===== config.mk =====
export PLATFORM = sky130hd
export DESIGN_NAME = digit_display_effect_engine_unit
export DESIGN_NICKNAME = d
export VERILOG_FILES = /design/src/design/ddee_pkg.sv /design/src/design/digit_display_effect_engine_unit.sv
export SDC_FILE = /design/constraint.sdc
export NUM_CORES = 1
export LEC_CHECK = 0
export ABC_AREA = 1
export BUFFER_PORTS_ARGS = -buffer_cell sky130_fd_sc_hd__buf_2
export CAP_MARGIN = 20
export CORE_MARGIN = 2
export CORE_UTILIZATION = 30
export DETAILED_ROUTE_END_ITERATION = 10
export GPL_TIMING_DRIVEN = 0
export PLACE_DENSITY_LB_ADDON = 0.2
export REMOVE_ABC_BUFFERS = 1
export SETUP_SLACK_MARGIN = 0.5
export SYNTH_ARGS = -nofsm -noshare
export SYNTH_HDL_FRONTEND = slang
export SYNTH_SLANG_ARGS = --single-unit

===== constraint.sdc =====
create_clock -name clock -period 7.6 [get_ports clock]
set_input_delay 0.38 -clock clock [delete_from_list [all_inputs] [get_ports clock]]
set_output_delay 0.38 -clock clock [all_outputs]
set_load 0.02 [all_outputs]

===== src/design/ddee_pkg.sv =====
`timescale 1ns / 1ps
package ddee_pkg;
   localparam int NUM_DIGITS_DEFAULT = 10;
   localparam logic [1:0] OP_START = 2'd0;
   localparam logic [1:0] OP_TICK  = 2'd1;
   localparam logic [1:0] OP_STOP  = 2'd2;
   localparam logic [1:0] OP_SET   = 2'd3;
   localparam logic [2:0] MODE_FADE_IN  = 3'd0;
   localparam logic [2:0] MODE_FADE_OUT = 3'd1;
   localparam logic [2:0] MODE_FOG      = 3'd2;
   localparam logic [2:0] MODE_SHUFFLE  = 3'd3;
   localparam logic [2:0] MODE_BLINK    = 3'd4;
   localparam logic [2:0] REG_MODE    = 3'd0;
   localparam logic [2:0] REG_PERIOD  = 3'd1;
   localparam logic [2:0] REG_TARGET  = 3'd2;
   localparam logic [2:0] REG_SHUFFLE = 3'd3;
   localparam logic [2:0] REG_MAX     = 3'd4;
endpackage


===== src/design/digit_display_effect_engine_unit.sv =====
`timescale 1ns / 1ps
// Digit display effect engine.
// req_ channel: one operation word per handshake (start, tick, stop, set level).
// rsp_ channel: start, stop and each tick that reaches a new step number return
//   a snapshot of NUM_DIGITS words, one per digit, tlast on the final digit.
// csr_ port: write-only register file; the user must write it only while the
//   block is idle, which the block itself does not enforce.
// Operation: a running tick with a nonzero period does a restoring divide of
//   (now - start) by the period in one shared subtract unit (one quotient bit
//   a cycle).  A new step number then walks the digits one per cycle through
//   one shared update unit (a fog step walks again for the end check and, when
//   fog ends, once more to settle the levels), and the snapshot streams out
//   one digit a cycle while rsp_tready is high.
// req_tready is low from acceptance until the last snapshot word is taken;
//   for a tick with no new step it rises when the divide ends, and a set
//   or an ignored tick keeps it high.
// A stall on rsp_tready holds the current word and keeps req_tready low.
// Reset clears all levels, the timing state and the flags; max level is 255.
module digit_display_effect_engine_unit #(
   parameter int NUM_DIGITS = ddee_pkg::NUM_DIGITS_DEFAULT
) (
   input  logic        clock,
   input  logic        reset,
   input  logic        req_tvalid,
   output logic        req_tready,
   // fields from bit 0: now_ms[31:0], random_digit[35:32], digit_index[39:36],
   // brightness_value[47:40]
   input  logic [47:0] req_tdata,
   // operation
   input  logic [1:0]  req_tuser,
   output logic        rsp_tvalid,
   input  logic        rsp_tready,
   // fields from bit 0: digit_number[3:0], level[11:4], effect_active[12], pad
   output logic [15:0] rsp_tdata,
   output logic        rsp_tlast,
   input  logic        csr_we,
   input  logic [2:0]  csr_index,
   input  logic [15:0] csr_wdata
);
   localparam int DW = $clog2(NUM_DIGITS);
   localparam logic [DW-1:0] LAST = DW'(NUM_DIGITS - 1);
   localparam logic [4:0] NUMD = 5'(NUM_DIGITS);

   localparam logic [2:0] S_IDLE = 3'd0;
   localparam logic [2:0] S_DIV  = 3'd1;
   localparam logic [2:0] S_WALK = 3'd2;
   localparam logic [2:0] S_CHK  = 3'd3;
   localparam logic [2:0] S_OUT  = 3'd4;

   localparam logic [2:0] MODE_FADE_IN_L = ddee_pkg::MODE_FADE_IN;
   localparam logic [2:0] MODE_FADE_OUT_L = ddee_pkg::MODE_FADE_OUT;
   localparam logic [2:0] MODE_FOG_L = ddee_pkg::MODE_FOG;
   localparam logic [2:0] MODE_SHUF_L = ddee_pkg::MODE_SHUFFLE;
   localparam logic [2:0] MODE_BLINK_L = ddee_pkg::MODE_BLINK;

   logic [2:0]  mode_ff;
   logic [15:0] period_ff, shuf_ff;
   logic [3:0]  target_ff;
   logic [7:0]  max_ff;
   logic [7:0]  lvl_ff [NUM_DIGITS];
   logic [7:0]  save_ff [NUM_DIGITS];
   logic [31:0] start_ff, count_ff, quo_ff, rem_ff;
   logic [16:0] acc_ff;
   logic        run_ff, fog_ff, blink_ff;
   logic [3:0]  lit_ff;
   logic [2:0]  st_ff;
   logic [5:0]  bit_ff;
   logic [DW-1:0] idx_ff;
   logic [1:0]  op_ff;
   logic [3:0]  rnd_ff;
   logic        fin_ff;  // finish at end of walk
   logic        allok_ff;
   logic [3:0]  rndm;
   logic [4:0]  rnd_wrap;

   logic tgt_ok;
   assign tgt_ok = {1'b0, target_ff} < NUMD;

   // random digit modulo the digit count
   always_comb begin
      rnd_wrap = {1'b0, rnd_ff};
      for (int k = 0; k < 8; k++) begin
         if (rnd_wrap >= NUMD) rnd_wrap = rnd_wrap - NUMD;
      end
   end
   assign rndm = rnd_wrap[3:0];

   assign req_tready = (st_ff == S_IDLE);
   assign rsp_tvalid = (st_ff == S_OUT);
   assign rsp_tlast = (idx_ff == LAST);
   assign rsp_tdata = {3'd0, run_ff, lvl_ff[idx_ff], 4'(idx_ff)};

   // restoring divide: shift one dividend bit into the partial remainder
   logic [16:0] trial;
   logic [16:0] sh;
   assign sh = {acc_ff[15:0], rem_ff[31]};
   assign trial = sh - {1'b0, period_ff};

   // per digit update for the current walk index
   logic [7:0] cur, nxt;
   logic [3:0] cid;
   assign cur = lvl_ff[idx_ff];
   assign cid = 4'(idx_ff);
   logic done_fog_rise, done_fog_fall;
   always_comb begin
      nxt = cur;
      done_fog_rise = 1'b1;
      done_fog_fall = 1'b1;
      if (fin_ff) begin
         case (mode_ff)
            MODE_FADE_IN_L: if (cid == target_ff) nxt = max_ff;
            MODE_FADE_OUT_L: if (cid == target_ff) nxt = 8'd0;
            MODE_FOG_L, MODE_SHUF_L: nxt = (cid == target_ff) ? max_ff : 8'd0;
            MODE_BLINK_L: nxt = save_ff[idx_ff];
            default: nxt = cur;
         endcase
      end else if (st_ff == S_WALK) begin
         case (op_ff)
            ddee_pkg::OP_START: begin
               case (mode_ff)
                  MODE_FADE_IN_L: if (cid == target_ff) nxt = 8'd0;
                  MODE_SHUF_L: nxt = 8'd0;
                  default: nxt = cur;
               endcase
            end
            ddee_pkg::OP_TICK: begin
               case (mode_ff)
                  MODE_FOG_L: begin
                     if (fog_ff) begin
                        if (cur < max_ff) nxt = cur + 8'd1;
                     end else if (cid != target_ff && cur != 8'd0) begin
                        nxt = cur - 8'd1;
                     end
                  end
                  MODE_SHUF_L: begin
                     if (cid == lit_ff) nxt = 8'd0;
                     if (count_ff < {16'd0, shuf_ff} && cid == rndm) nxt = max_ff;
                  end
                  MODE_BLINK_L: nxt = blink_ff ? 8'd0 : save_ff[idx_ff];
                  default: nxt = cur;
               endcase
            end
            default: nxt = cur;
         endcase
      end
      done_fog_rise = (cur >= max_ff);
      done_fog_fall = (cid == target_ff) || (cur == 8'd0);
   end

   logic [31:0] diff;
   assign diff = req_tdata[31:0] - start_ff;
   logic [3:0] tgt_lo;
   assign tgt_lo = target_ff;

   always_ff @(posedge clock) begin
      if (reset) begin
         mode_ff <= '0; period_ff <= '0; target_ff <= '0; shuf_ff <= '0;
         max_ff <= 8'd255;
         for (int i = 0; i < NUM_DIGITS; i++) lvl_ff[i] <= '0;
         start_ff <= '0; count_ff <= '0; run_ff <= 1'b0; fog_ff <= 1'b0;
         blink_ff <= 1'b0; lit_ff <= '0; st_ff <= S_IDLE; idx_ff <= '0;
         fin_ff <= 1'b0; allok_ff <= 1'b0;
      end else begin
         if (csr_we) begin
            case (csr_index)
               ddee_pkg::REG_MODE:    mode_ff <= csr_wdata[2:0];
               ddee_pkg::REG_PERIOD:  period_ff <= csr_wdata;
               ddee_pkg::REG_TARGET:  target_ff <= csr_wdata[3:0];
               ddee_pkg::REG_SHUFFLE: shuf_ff <= csr_wdata;
               ddee_pkg::REG_MAX:     max_ff <= csr_wdata[7:0];
               default: ;
            endcase
         end
         case (st_ff)
            S_IDLE: begin
               idx_ff <= '0;
               // a stop of a running effect finishes it during the walk
               fin_ff <= req_tvalid && (req_tuser == ddee_pkg::OP_STOP) && run_ff;
               allok_ff <= 1'b1;
               if (req_tvalid) begin
                  op_ff <= req_tuser;
                  rnd_ff <= req_tdata[35:32];
                  case (req_tuser)
                     ddee_pkg::OP_START: begin
                        start_ff <= req_tdata[31:0];
                        count_ff <= '0;
                        run_ff <= 1'b1;
                        if (mode_ff == MODE_FOG_L) fog_ff <= 1'b1;
                        if (mode_ff == MODE_SHUF_L) lit_ff <= '0;
                        if (mode_ff == MODE_BLINK_L) begin
                           blink_ff <= 1'b1;
                           for (int i = 0; i < NUM_DIGITS; i++) save_ff[i] <= lvl_ff[i];
                        end
                        st_ff <= S_WALK;
                     end
                     ddee_pkg::OP_TICK: begin
                        if (run_ff && period_ff != 16'd0) begin
                           rem_ff <= diff;
                           acc_ff <= '0;
                           bit_ff <= '0;
                           st_ff <= S_DIV;
                        end
                     end
                     ddee_pkg::OP_STOP: begin
                        st_ff <= S_WALK;
                     end
                     default: begin
                        if ({1'b0, req_tdata[39:36]} < NUMD)
                           lvl_ff[req_tdata[36 +: DW]] <= (req_tdata[47:40] > max_ff) ?
                              max_ff : req_tdata[47:40];
                     end
                  endcase
               end
            end
            S_DIV: begin
               if (bit_ff == 6'd32) begin
                  // quotient complete
                  if (quo_ff == count_ff) begin
                     st_ff <= S_IDLE;
                  end else begin
                     count_ff <= quo_ff;
                     st_ff <= S_WALK;
                     case (mode_ff)
                        MODE_FADE_IN_L: if (tgt_ok) begin
                           if (lvl_ff[tgt_lo[DW-1:0]] < max_ff)
                              lvl_ff[tgt_lo[DW-1:0]] <= lvl_ff[tgt_lo[DW-1:0]] + 8'd1;
                           else fin_ff <= 1'b1;
                        end
                        MODE_FADE_OUT_L: if (tgt_ok) begin
                           if (lvl_ff[tgt_lo[DW-1:0]] != 8'd0)
                              lvl_ff[tgt_lo[DW-1:0]] <= lvl_ff[tgt_lo[DW-1:0]] - 8'd1;
                           else fin_ff <= 1'b1;
                        end
                        MODE_SHUF_L: if (quo_ff >= {16'd0, shuf_ff}) fin_ff <= 1'b1;
                        default: ;
                     endcase
                  end
               end else begin
                  // one quotient bit a cycle
                  rem_ff <= {rem_ff[30:0], 1'b0};
                  if (!trial[16]) begin
                     acc_ff <= trial;
                     quo_ff <= {quo_ff[30:0], 1'b1};
                  end else begin
                     acc_ff <= sh;
                     quo_ff <= {quo_ff[30:0], 1'b0};
                  end
                  bit_ff <= bit_ff + 6'd1;
               end
            end
            S_WALK: begin
               lvl_ff[idx_ff] <= nxt;
               if (idx_ff == LAST) begin
                  idx_ff <= '0;
                  if (fin_ff) begin
                     run_ff <= 1'b0;
                     fin_ff <= 1'b0;
                     st_ff <= S_OUT;
                  end else if (op_ff == ddee_pkg::OP_TICK) begin
                     if (mode_ff == MODE_SHUF_L) lit_ff <= rndm;
                     if (mode_ff == MODE_BLINK_L) blink_ff <= !blink_ff;
                     st_ff <= (mode_ff == MODE_FOG_L) ? S_CHK : S_OUT;
                  end else begin
                     st_ff <= S_OUT;
                  end
               end else begin
                  idx_ff <= idx_ff + DW'(1);
               end
            end
            S_CHK: begin
               // scan updated levels for the fog phase end
               if (!(fog_ff ? done_fog_rise : done_fog_fall)) allok_ff <= 1'b0;
               if (idx_ff == LAST) begin
                  idx_ff <= '0;
                  if (allok_ff && (fog_ff ? done_fog_rise : done_fog_fall)) begin
                     if (fog_ff) begin
                        fog_ff <= 1'b0;
                        st_ff <= S_OUT;
                     end else begin
                        fin_ff <= 1'b1;
                        st_ff <= S_WALK;
                     end
                  end else begin
                     st_ff <= S_OUT;
                  end
               end else begin
                  idx_ff <= idx_ff + DW'(1);
               end
            end
            S_OUT: begin
               if (rsp_tready) begin
                  if (idx_ff == LAST) st_ff <= S_IDLE;
                  else idx_ff <= idx_ff + DW'(1);
               end
            end
            default: st_ff <= S_IDLE;
         endcase
      end
   end

`ifndef SYNTHESIS
   a_out_hold: assert property (@(posedge clock) disable iff (reset)
      rsp_tvalid && !rsp_tready |=> rsp_tvalid && $stable(rsp_tdata))
      else $error("snapshot word dropped under stall");
   a_busy: assert property (@(posedge clock) disable iff (reset)
      rsp_tvalid |-> !req_tready)
      else $error("input taken during snapshot");
   a_last_end: assert property (@(posedge clock) disable iff (reset)
      rsp_tvalid && rsp_tready && rsp_tlast |=> req_tready)
      else $error("no return to idle after last word");
   a_div_len: assert property (@(posedge clock) disable iff (reset)
      st_ff == S_DIV |-> bit_ff <= 6'd32)
      else $error("divide overran");
`endif
endmodule

After elaboration in Yosys (flattened, before gate mapping)
Memories as Yosys holds them, arrays and structs flattened. A register that Yosys moved wholly into a read port is not among the register bits.
Index checks and enable logic that the tools add are counted.

word-level totals
  register bits after elaboration = 219
  RAM bits = 160
  input port bits = 74
  word-level logic and storage cells = 315
  memories kept = 2

memories
  name     depth  bits a word  rd ports  clocked after Yosys merged registers in  write ports  RTL line                                source
  lvl_ff   10     8            12        2                                        10           digit_display_effect_engine_unit.sv:60  logic [7:0] lvl_ff [NUM_DIGITS];
  save_ff  10     8            1         1                                        10           digit_display_effect_engine_unit.sv:61  logic [7:0] save_ff [NUM_DIGITS];

cells by class
  $add $sub $neg = 16
  order comparisons = 16
  eq/ne operators = 53
  multiplexer cells = 157
  bitwise operators = 3
  reduce and logical (&&, ||, !) cells = 47

operator list
  cell                                                                   count
  32-bit 2-to-1 mux                                                      8
  8-bit 2-to-1 mux                                                       16
  32-bit one-hot mux with 2 select lines                                 2
  16-bit 2-to-1 mux                                                      5
  4-bit 2-to-1 mux                                                       20
  1-bit 2-to-1 mux                                                       66
  3-bit 2-to-1 mux                                                       12
  5-bit by 4-bit >= comparator with 1-bit output, second input constant  7
  5-bit 2-to-1 mux                                                       7
  32-bit equality test                                                   1
  32-bit by 16-bit >= comparator with 1-bit output                       1
  32-bit by 16-bit less-than comparator with 1-bit output                1
  16-bit one-hot mux with 2 select lines                                 1
  8-bit one-hot mux with 2 select lines                                  2
  8-bit one-hot mux with 4 select lines                                  1
  32-bit subtractor                                                      1
  5-bit by 4-bit subtractor with 5-bit output, second input constant     6
  6-bit 2-to-1 mux                                                       4
  2-bit != test, second input constant                                   12
  8-bit one-hot mux with 3 select lines                                  1
  8-bit AND reduction                                                    3
  8-bit OR reduction                                                     3
  2-bit by 1-bit != test with 1-bit output, second input constant        11
  3-bit by 2-bit equality test with 1-bit output, second input constant  6
  52 further kinds                                                       95

Longest topological paths before layout
Gate-level depths: netlist of run 1.

  word-level depth = 24
  depth in mapped cells = 65
  gate-level depth less buffers = 65

Worst setup path after synthesis of run 1
OpenSTA, ideal clock, no wires.

  kind = register -> register
  from = register, netlist name cid[1]
  to = memory save_ff[0][0] (enable)
  setup time = 0.616 ns
  arrival = 7.537 ns
  data required time = 6.984 ns
  slack = -0.553 ns
  cell stages (with the launch flop) = 12
  clock period less this slack = 8.153 ns
  path through = dfxtp_1 inv_1 ha_1 nand3_1 inv_1 nor2_1 nor3_1 inv_1 nor2_1 clkinv_1 clkbuf_1 nor3_1

RTL lines
  what           RTL line
  end, declared  digit_display_effect_engine_unit.sv:61

==> run_results.csv, run 1 <==
group,metric,value,unit
finish,postLayoutCoreUtil,35.5,%
cts,cts.sinks,435,
placed_design,io_buffer_count,89,
timing,hold_viol_final,0,
global_routing,grt_busiest_layer,"met2",
global_routing,global_route.usage.total,17.0,%
placed_design,placed_cell_area,26400,um^2
timing,relSlewSlack,-12.0,%
finish,final_layout_size_suffix_gt1_share,13.8,%
floorplan,die_span_x,290,um
global_routing,grt_overflow,0,
global_routing,grt_pass1_vias,19334,
placed_design,place.detailed.hpwl,50900,um
route,detail_route.wl_per_cell,18.2,um
global_routing,maximum_number_of_pins_on_one_net_before_global_route_repair,88,
synthesis,post_synth_main_area_contributors,"sky130_fd_sc_hd__edfxtp_1, sky130_fd_sc_hd__dfxtp_1, sky130_fd_sc_hd__a21oi_1, sky130_fd_sc_hd__nand2_1, sky130_fd_sc_hd__o21ai_0",
route,detail_route.vias_per_cell,4.98,
route,drtIter0Drc,1340,
timing,post-route-worst-setup-slack,0.932,ns
synthesis,ys_seq_area_share,47.6,%
floorplan,core_region_area,81600,um^2
synthesis,synth_enable_flop_cells,300,
flow_run,maxCapViolations,0,
placed_design,gp_congestion,0.857,
worst_hold_path,min_path_type,"primary input to register",
setup_path,crit_fanout,10,
setup_path,worst_setup_path_start_kind,"register",
synthesis,synth_seq_cells,435,
timing,fin_worst_hold_slack,0.0606,ns
synthesis,netlist_top_cells_count,"sky130_fd_sc_hd__nand2_1, sky130_fd_sc_hd__a21oi_1, sky130_fd_sc_hd__inv_1",
cts,cts_tree,"done",
placed_design,place_worst_setup_slack,-0.125,ns
synthesis,post_synth_inst_count,2842,
floorplan,cell_row_count,105,
synthesis,post-synth-top-area-fraction,36.6,%
timing,period_minus_slack,6.67,ns
cts,worst_path_clk_slew,0.06,ns
synthesis,syn-mean-instance-area,8.66,um^2
timing,finalSetupViolations,0,
synthesis,yosysTopAreaCell,"sky130_fd_sc_hd__edfxtp_1",
synthesis,synth.cell_area,24600,um^2
cts,cts_max_path_buffers,3,
power_and_ir_drop,pwr_density_cell,330,nW/um^2
timing,fin_worst_skew,0.0403,ns
global_routing,grt_first_pass_wirelength,113000,um
outcome,status,"complete, but fails checks",
global_routing,antenna_found_initial,8,
timing,timing_worst_slew_pin_value,1.68,ns
timing,max_clock_freq,0.150,GHz
power_and_ir_drop,ir_worst_vdd,0.203,mV
synthesis,post_synthesis_cell_type_count,58,
global_routing,met3_usage,3.27,%
setup_path,critical_path_arrival,6.94,ns
setup_path,end_kind,"register",
setup_path,worst_endpoint_required_time,7.88,ns
route,router_iterations_before_antenna_repair,5,
setup_path,critical_path_class,"register to register",
setup_path,timing.critical_path.slowest_cell_delay,0.39,ns
global_routing,use_met2,27.6,%
route,drt-total-wl,73600,um
outcome,failing_checks,"max-slew violations",
synthesis,yosys_warnings,0,
route,remaining_drc_errors,0,
timing,final_min_period_over_clock_period,87.7,%
timing,grt_setup_unrepaired,"no",
floorplan,initial_utilization,30.2,%
synthesis,synth_most_common_cell,"sky130_fd_sc_hd__nand2_1",
power_and_ir_drop,total_leakage_power,11.1,nW
route,ant_nets,0,
timing,drv_slew,20,
global_routing,groute.layer.met1.usage,23.1,%
finish,num-nets-final,3131,
floorplan,die_area,84300,um^2
cts,root_buffer,"sky130_fd_sc_hd__clkbuf_16",
route,detailroute.via_count,20148,
cts,clock_insertion_delay_worst_skew,0.61,ns
finish,flow.area_growth_from_synthesis,17.7,%
finish,fin_area,29000,um^2
floorplan,die_height,290,um
cts,htree_num_levels,2,
synthesis,synthFlopType,"sky130_fd_sc_hd__edfxtp_1",
cts,cts_buffers,51,
setup_path,critPathSlowestCell,"sky130_fd_sc_hd__edfxtp_1",
synthesis,synthArstFlopShare,0,%
floorplan,top_level_ports,93,
setup_path,path_common_cell,"sky130_fd_sc_hd__nand2_2",
path summary, 6_finish.rpt:
check / startpoint / end / slack, ns / cells after the start
worst max register to register: rnd_ff[2] / lvl_ff[11][3] / 0.93 / 64
worst min register to register: lvl_ff[5][3] / save_ff[5][3] / 0.43 / 0
worst min-delay path: req_tdata[0] / start_ff[0] / 0.06 / 3
worst max-delay path: rnd_ff[2] / lvl_ff[11][3] / 0.93 / 64
layer usage:
metal | share of wire [%] | routed length, um | vias up
met3 | 6.5 | 4820 | 125
met1 | 45 | 33200 | 9386
met5 | 0.12 | 88 | -
met4 | 2.7 | 1970 | 12
li1 | - | - | 10115
met2 | 46 | 33500 | 510
kinds of logic after synthesis:
group / share of synthesized area (%)
xor+xnor: 3.13
fa+ha+maj: 6.50
compound gates: 19.4
simple gates: 15.4
other cells: 0.0152
buf+inv: 7.32
mux: 0.651
flops: 47.6
stage by stage:
stage	TNS [ns]	std cells	total power [W]
detailed placement	-1.28	3904	0.00648
global route	0	4046	0.0102
floorplan	-96.65	2718	0.00553
finish	0	4046	0.00955
global placement	-1740.82	3877	0.00644
CTS	0	4016	0.00921
layout by cell type, fill, tap and decap left out, types with 14 or more instances in the layout:
cell type                   count
sky130_fd_sc_hd__ha_1         114
sky130_fd_sc_hd__nor2_1       119
sky130_fd_sc_hd__dfxtp_1      131
sky130_fd_sc_hd__mux2i_1       16
sky130_fd_sc_hd__o221ai_1      15
sky130_fd_sc_hd__clkbuf_16     55
sky130_fd_sc_hd__o21ai_0      308
sky130_fd_sc_hd__inv_2         20
sky130_fd_sc_hd__xor2_1        52
sky130_fd_sc_hd__nand2_4       23
sky130_fd_sc_hd__inv_1        324
sky130_fd_sc_hd__a21oi_2       21
sky130_fd_sc_hd__nand2_2       43
sky130_fd_sc_hd__edfxtp_1     300
sky130_fd_sc_hd__nand2_1      389
sky130_fd_sc_hd__nor3_1        14
sky130_fd_sc_hd__clkbuf_1      17
sky130_fd_sc_hd__nand3_1      139
sky130_fd_sc_hd__a31oi_1       15
sky130_fd_sc_hd__o211ai_1      72
sky130_fd_sc_hd__a21oi_1      379
sky130_fd_sc_hd__buf_4         32
sky130_fd_sc_hd__nor4_1        21
sky130_fd_sc_hd__nand3_2       14
sky130_fd_sc_hd__xnor2_1       33
sky130_fd_sc_hd__buf_2         92
sky130_fd_sc_hd__nand4_1       35
registers in the layout (all words and copies together), names as in the netlist, named ones only:
| register | cells |
|---|---|
| blink_ff | 1 |
| count_ff | 32 |
| mode_ff | 3 |
| shuf_ff | 16 |
| rnd_ff | 4 |
| bit_ff | 6 |
| fin_ff | 1 |
| run_ff | 1 |
| save_ff | 80 |
| op_ff | 2 |
| target_ff | 4 |
| start_ff | 32 |
| acc_ff | 16 |
| quo_ff | 32 |
| allok_ff | 1 |
| fog_ff | 1 |
| cid | 4 |
| period_ff | 16 |
| max_ff | 8 |
| lit_ff | 4 |
| lvl_ff | 128 |
| st_ff | 3 |
| rem_ff | 32 |
worst max-delay path: cells and delay by family, from the launching register on:
kind / cells / cell delay [ns]
adder cells (fa/ha/maj): 8 / 1.07
AND/OR/NAND/NOR: 41 / 3.69
AO/OA/AOI/OAI: 1 / 0.09
flip-flops: 1 / 0.39
buffers and inverters: 14 / 1.08
power by group:
| part | total [W] | internal [W] | switching (W) |
|---|---|---|---|
| Combinational | 0.00407 | 0.00147 | 0.00260 |
| Sequential | 0.00304 | 0.00289 | 0.000146 |
| Clock | 0.00244 | 0.00141 | 0.00103 |
| Total | 0.00955 | 0.00578 | 0.00377 |
repair_timing:
item,CTS,global route
pin swaps,10,52
gates resized for setup,40,84
setup endpoints to repair,128,128
endpoints found under the hold margin,4,0
cloned,3,2
buffers inserted,9,23
hold buffers,4,0
cell type report:
class	count	area [um^2]
fillers	8426	52600
flip-flops and latches	435	11700
multi-input cells	1940	11700
clock buffers	77	1510
well taps	1070	1340
inverters	348	1310
repair buffers	155	1240
clock inverters	19	163
diodes	2	5.00
No activity file was read; power rests on OpenSTA's default activity.
==> run 2: changes to the inputs <==
CORE_UTILIZATION = 57   (was 30)
==> run_results.csv, run 2 (same netlist as run 1, synthesis figures left out) <==
group,metric,value,unit
finish,layout_top_registers,"lvl_ff (128), save_ff (80)",
floorplan,die_area,44800,um^2
power_and_ir_drop,ir_worst_vdd,0.286,mV
timing,timing_worst_slew_pin_value,1.77,ns
route,detailroute.via_count,21203,
timing,period_minus_slack,7.06,ns
setup_path,worst_setup_path_start_kind,"register",
cts,cts.sinks,435,
setup_path,crit_fanout,7,
route,ant_nets,0,
global_routing,grt_busiest_layer,"met2",
cts,cts_tree,"done",
global_routing,grt_first_pass_wirelength,104000,um
power_and_ir_drop,pwr_density_cell,333,nW/um^2
timing,final_min_period_over_clock_period,92.9,%
route,drt-total-wl,69800,um
route,detail_route.wl_per_cell,19.7,um
route,detail_route.vias_per_cell,5.97,
floorplan,initial_utilization,57.4,%
setup_path,critical_path_class,"register to register",
timing,max_clock_freq,0.142,GHz
setup_path,end_kind,"register",
floorplan,die_height,212,um
finish,postLayoutCoreUtil,65.8,%
route,remaining_drc_errors,0,
setup_path,critical_path_arrival,7.32,ns
placed_design,gp_congestion,0.958,
placed_design,place.detailed.hpwl,47000,um
floorplan,top_level_ports,93,
route,drtIter0Drc,2216,
timing,grt_setup_unrepaired,"yes",
setup_path,path_delay_family,"simple AND/OR/NAND/NOR gates",
timing,finalSetupViolations,0,
finish,layout.cells.non_filler,3549,
timing,relSlewSlack,-17.7,%
timing,drv_slew,30,
finish,flow.area_growth_from_synthesis,14.8,%
cts,root_buffer,"sky130_fd_sc_hd__clkbuf_16",
global_routing,maximum_number_of_pins_on_one_net_before_global_route_repair,95,
power_and_ir_drop,total_leakage_power,11.0,nW
finish,num-nets-final,3124,
setup_path,timing.critical_path.slowest_cell_delay,0.41,ns
cts,cts_buffers,47,
finish,final_layout_size_suffix_gt1_share,14.2,%
timing,tns,0,ns
finish,layout_commonest_cell,"sky130_fd_sc_hd__nand2_1",
global_routing,grt_pass1_vias,19576,
finish,final_cell_mix,"sky130_fd_sc_hd__nand2_1, sky130_fd_sc_hd__a21oi_1, sky130_fd_sc_hd__inv_1, sky130_fd_sc_hd__o21ai_0, sky130_fd_sc_hd__edfxtp_1",
global_routing,groute.layer.met1.usage,38.9,%
global_routing,antenna_found_initial,4,
setup_path,path_buf_inv,14,
setup_path,worst_endpoint_required_time,7.86,ns
cts,cts_max_path_buffers,3,
floorplan,core_region_area,42900,um^2
global_routing,grt_overflow,0,
timing,hold_viol_final,0,
timing,fin_worst_hold_slack,0.0715,ns
outcome,status,"complete, but fails checks",
cts,htree_num_levels,2,
timing,fin_worst_skew,0.0358,ns
power_and_ir_drop,power,0.00940,W
route,router_iterations_before_antenna_repair,6,
finish,largest_reg_flops,128,
worst_hold_path,min_path_type,"primary input to register",
floorplan,die_span_x,212,um
cts,clock_insertion_delay_worst_skew,0.60,ns
cts,worst_path_clk_slew,0.06,ns
flow_run,maxCapViolations,0,
global_routing,global_route.usage.total,29.8,%
outcome,failing_checks,"max-slew violations",
setup_path,critPathSlowestCell,"sky130_fd_sc_hd__edfxtp_1",
global_routing,met3_usage,4.69,%
floorplan,cell_row_count,76,
global_routing,use_met2,50.1,%
placed_design,io_buffer_count,89,
placed_design,placed_cells,3413,
finish,max_flop_register,"lvl_ff",
setup_path,path_common_cell,"sky130_fd_sc_hd__ha_4",
==> run 2: worst min-delay path: stages <==
cell                      delay (ns)
sky130_fd_sc_hd__buf_2          0.07
sky130_fd_sc_hd__inv_1          0.04
sky130_fd_sc_hd__a21oi_1        0.11
==> run 2: final timing paths <==
| check | cells past startpoint | endpoint | start | slack (ns) |
|---|---|---|---|---|
| worst min-delay path | 3 | start_ff[0] | req_tdata[0] | 0.07 |
| worst min register to register | 0 | save_ff[1][3] | lvl_ff[1][3] | 0.45 |
| worst max register to register | 58 | lvl_ff[12][4] | rnd_ff[2] | 0.54 |
| worst max-delay path | 58 | lvl_ff[12][4] | rnd_ff[2] | 0.54 |
==> run 2: per-layer routing <==
layer  vias to the layer above  wire length, um
li1                      10093                -
met1                     10005            28100
met2                       917            33400
met3                       182             5650
met4                         6             2610
met5                         -               45
==> run 2: per-stage QoR <==
step	area, um^2	setup WS, ns
floorplan	24100	-1.21
global placement	25300	-4.75
detailed placement	25700	-0.125
CTS	27400	0.502
global route	28200	0.0585
finish	28200	0.542
==> run 2: timing repair <==
item / CTS / global route
hold buffers: 4 / 0
hold endpoints to repair: 4 / 0
setup endpoints to repair: 128 / 128
gates resized for setup: 29 / 137
pin swaps: 13 / 59
cloned: 2 / 4
setup buffers: 6 / 29
==> run 2: final cells by class <==
| cell class | instances | area (um^2) |
|---|---|---|
| Fill cell | 3480 | 14600 |
| Multi-Input combinational cell | 1941 | 11800 |
| Inverter | 348 | 1320 |
| Clock buffer | 62 | 1290 |
| Timing Repair Buffer | 151 | 1140 |
| Antenna cell | 1 | 2.50 |
| Tap cell | 585 | 732 |
| Clock inverter | 26 | 193 |
| Sequential cell | 435 | 11700 |
==> run 2: power by group <==
| part | switching, W | internal [W] | total, W |
|---|---|---|---|
| Combinational | 0.00267 | 0.00147 | 0.00414 |
| Clock | 0.000950 | 0.00127 | 0.00222 |
| Sequential | 0.000147 | 0.00289 | 0.00304 |
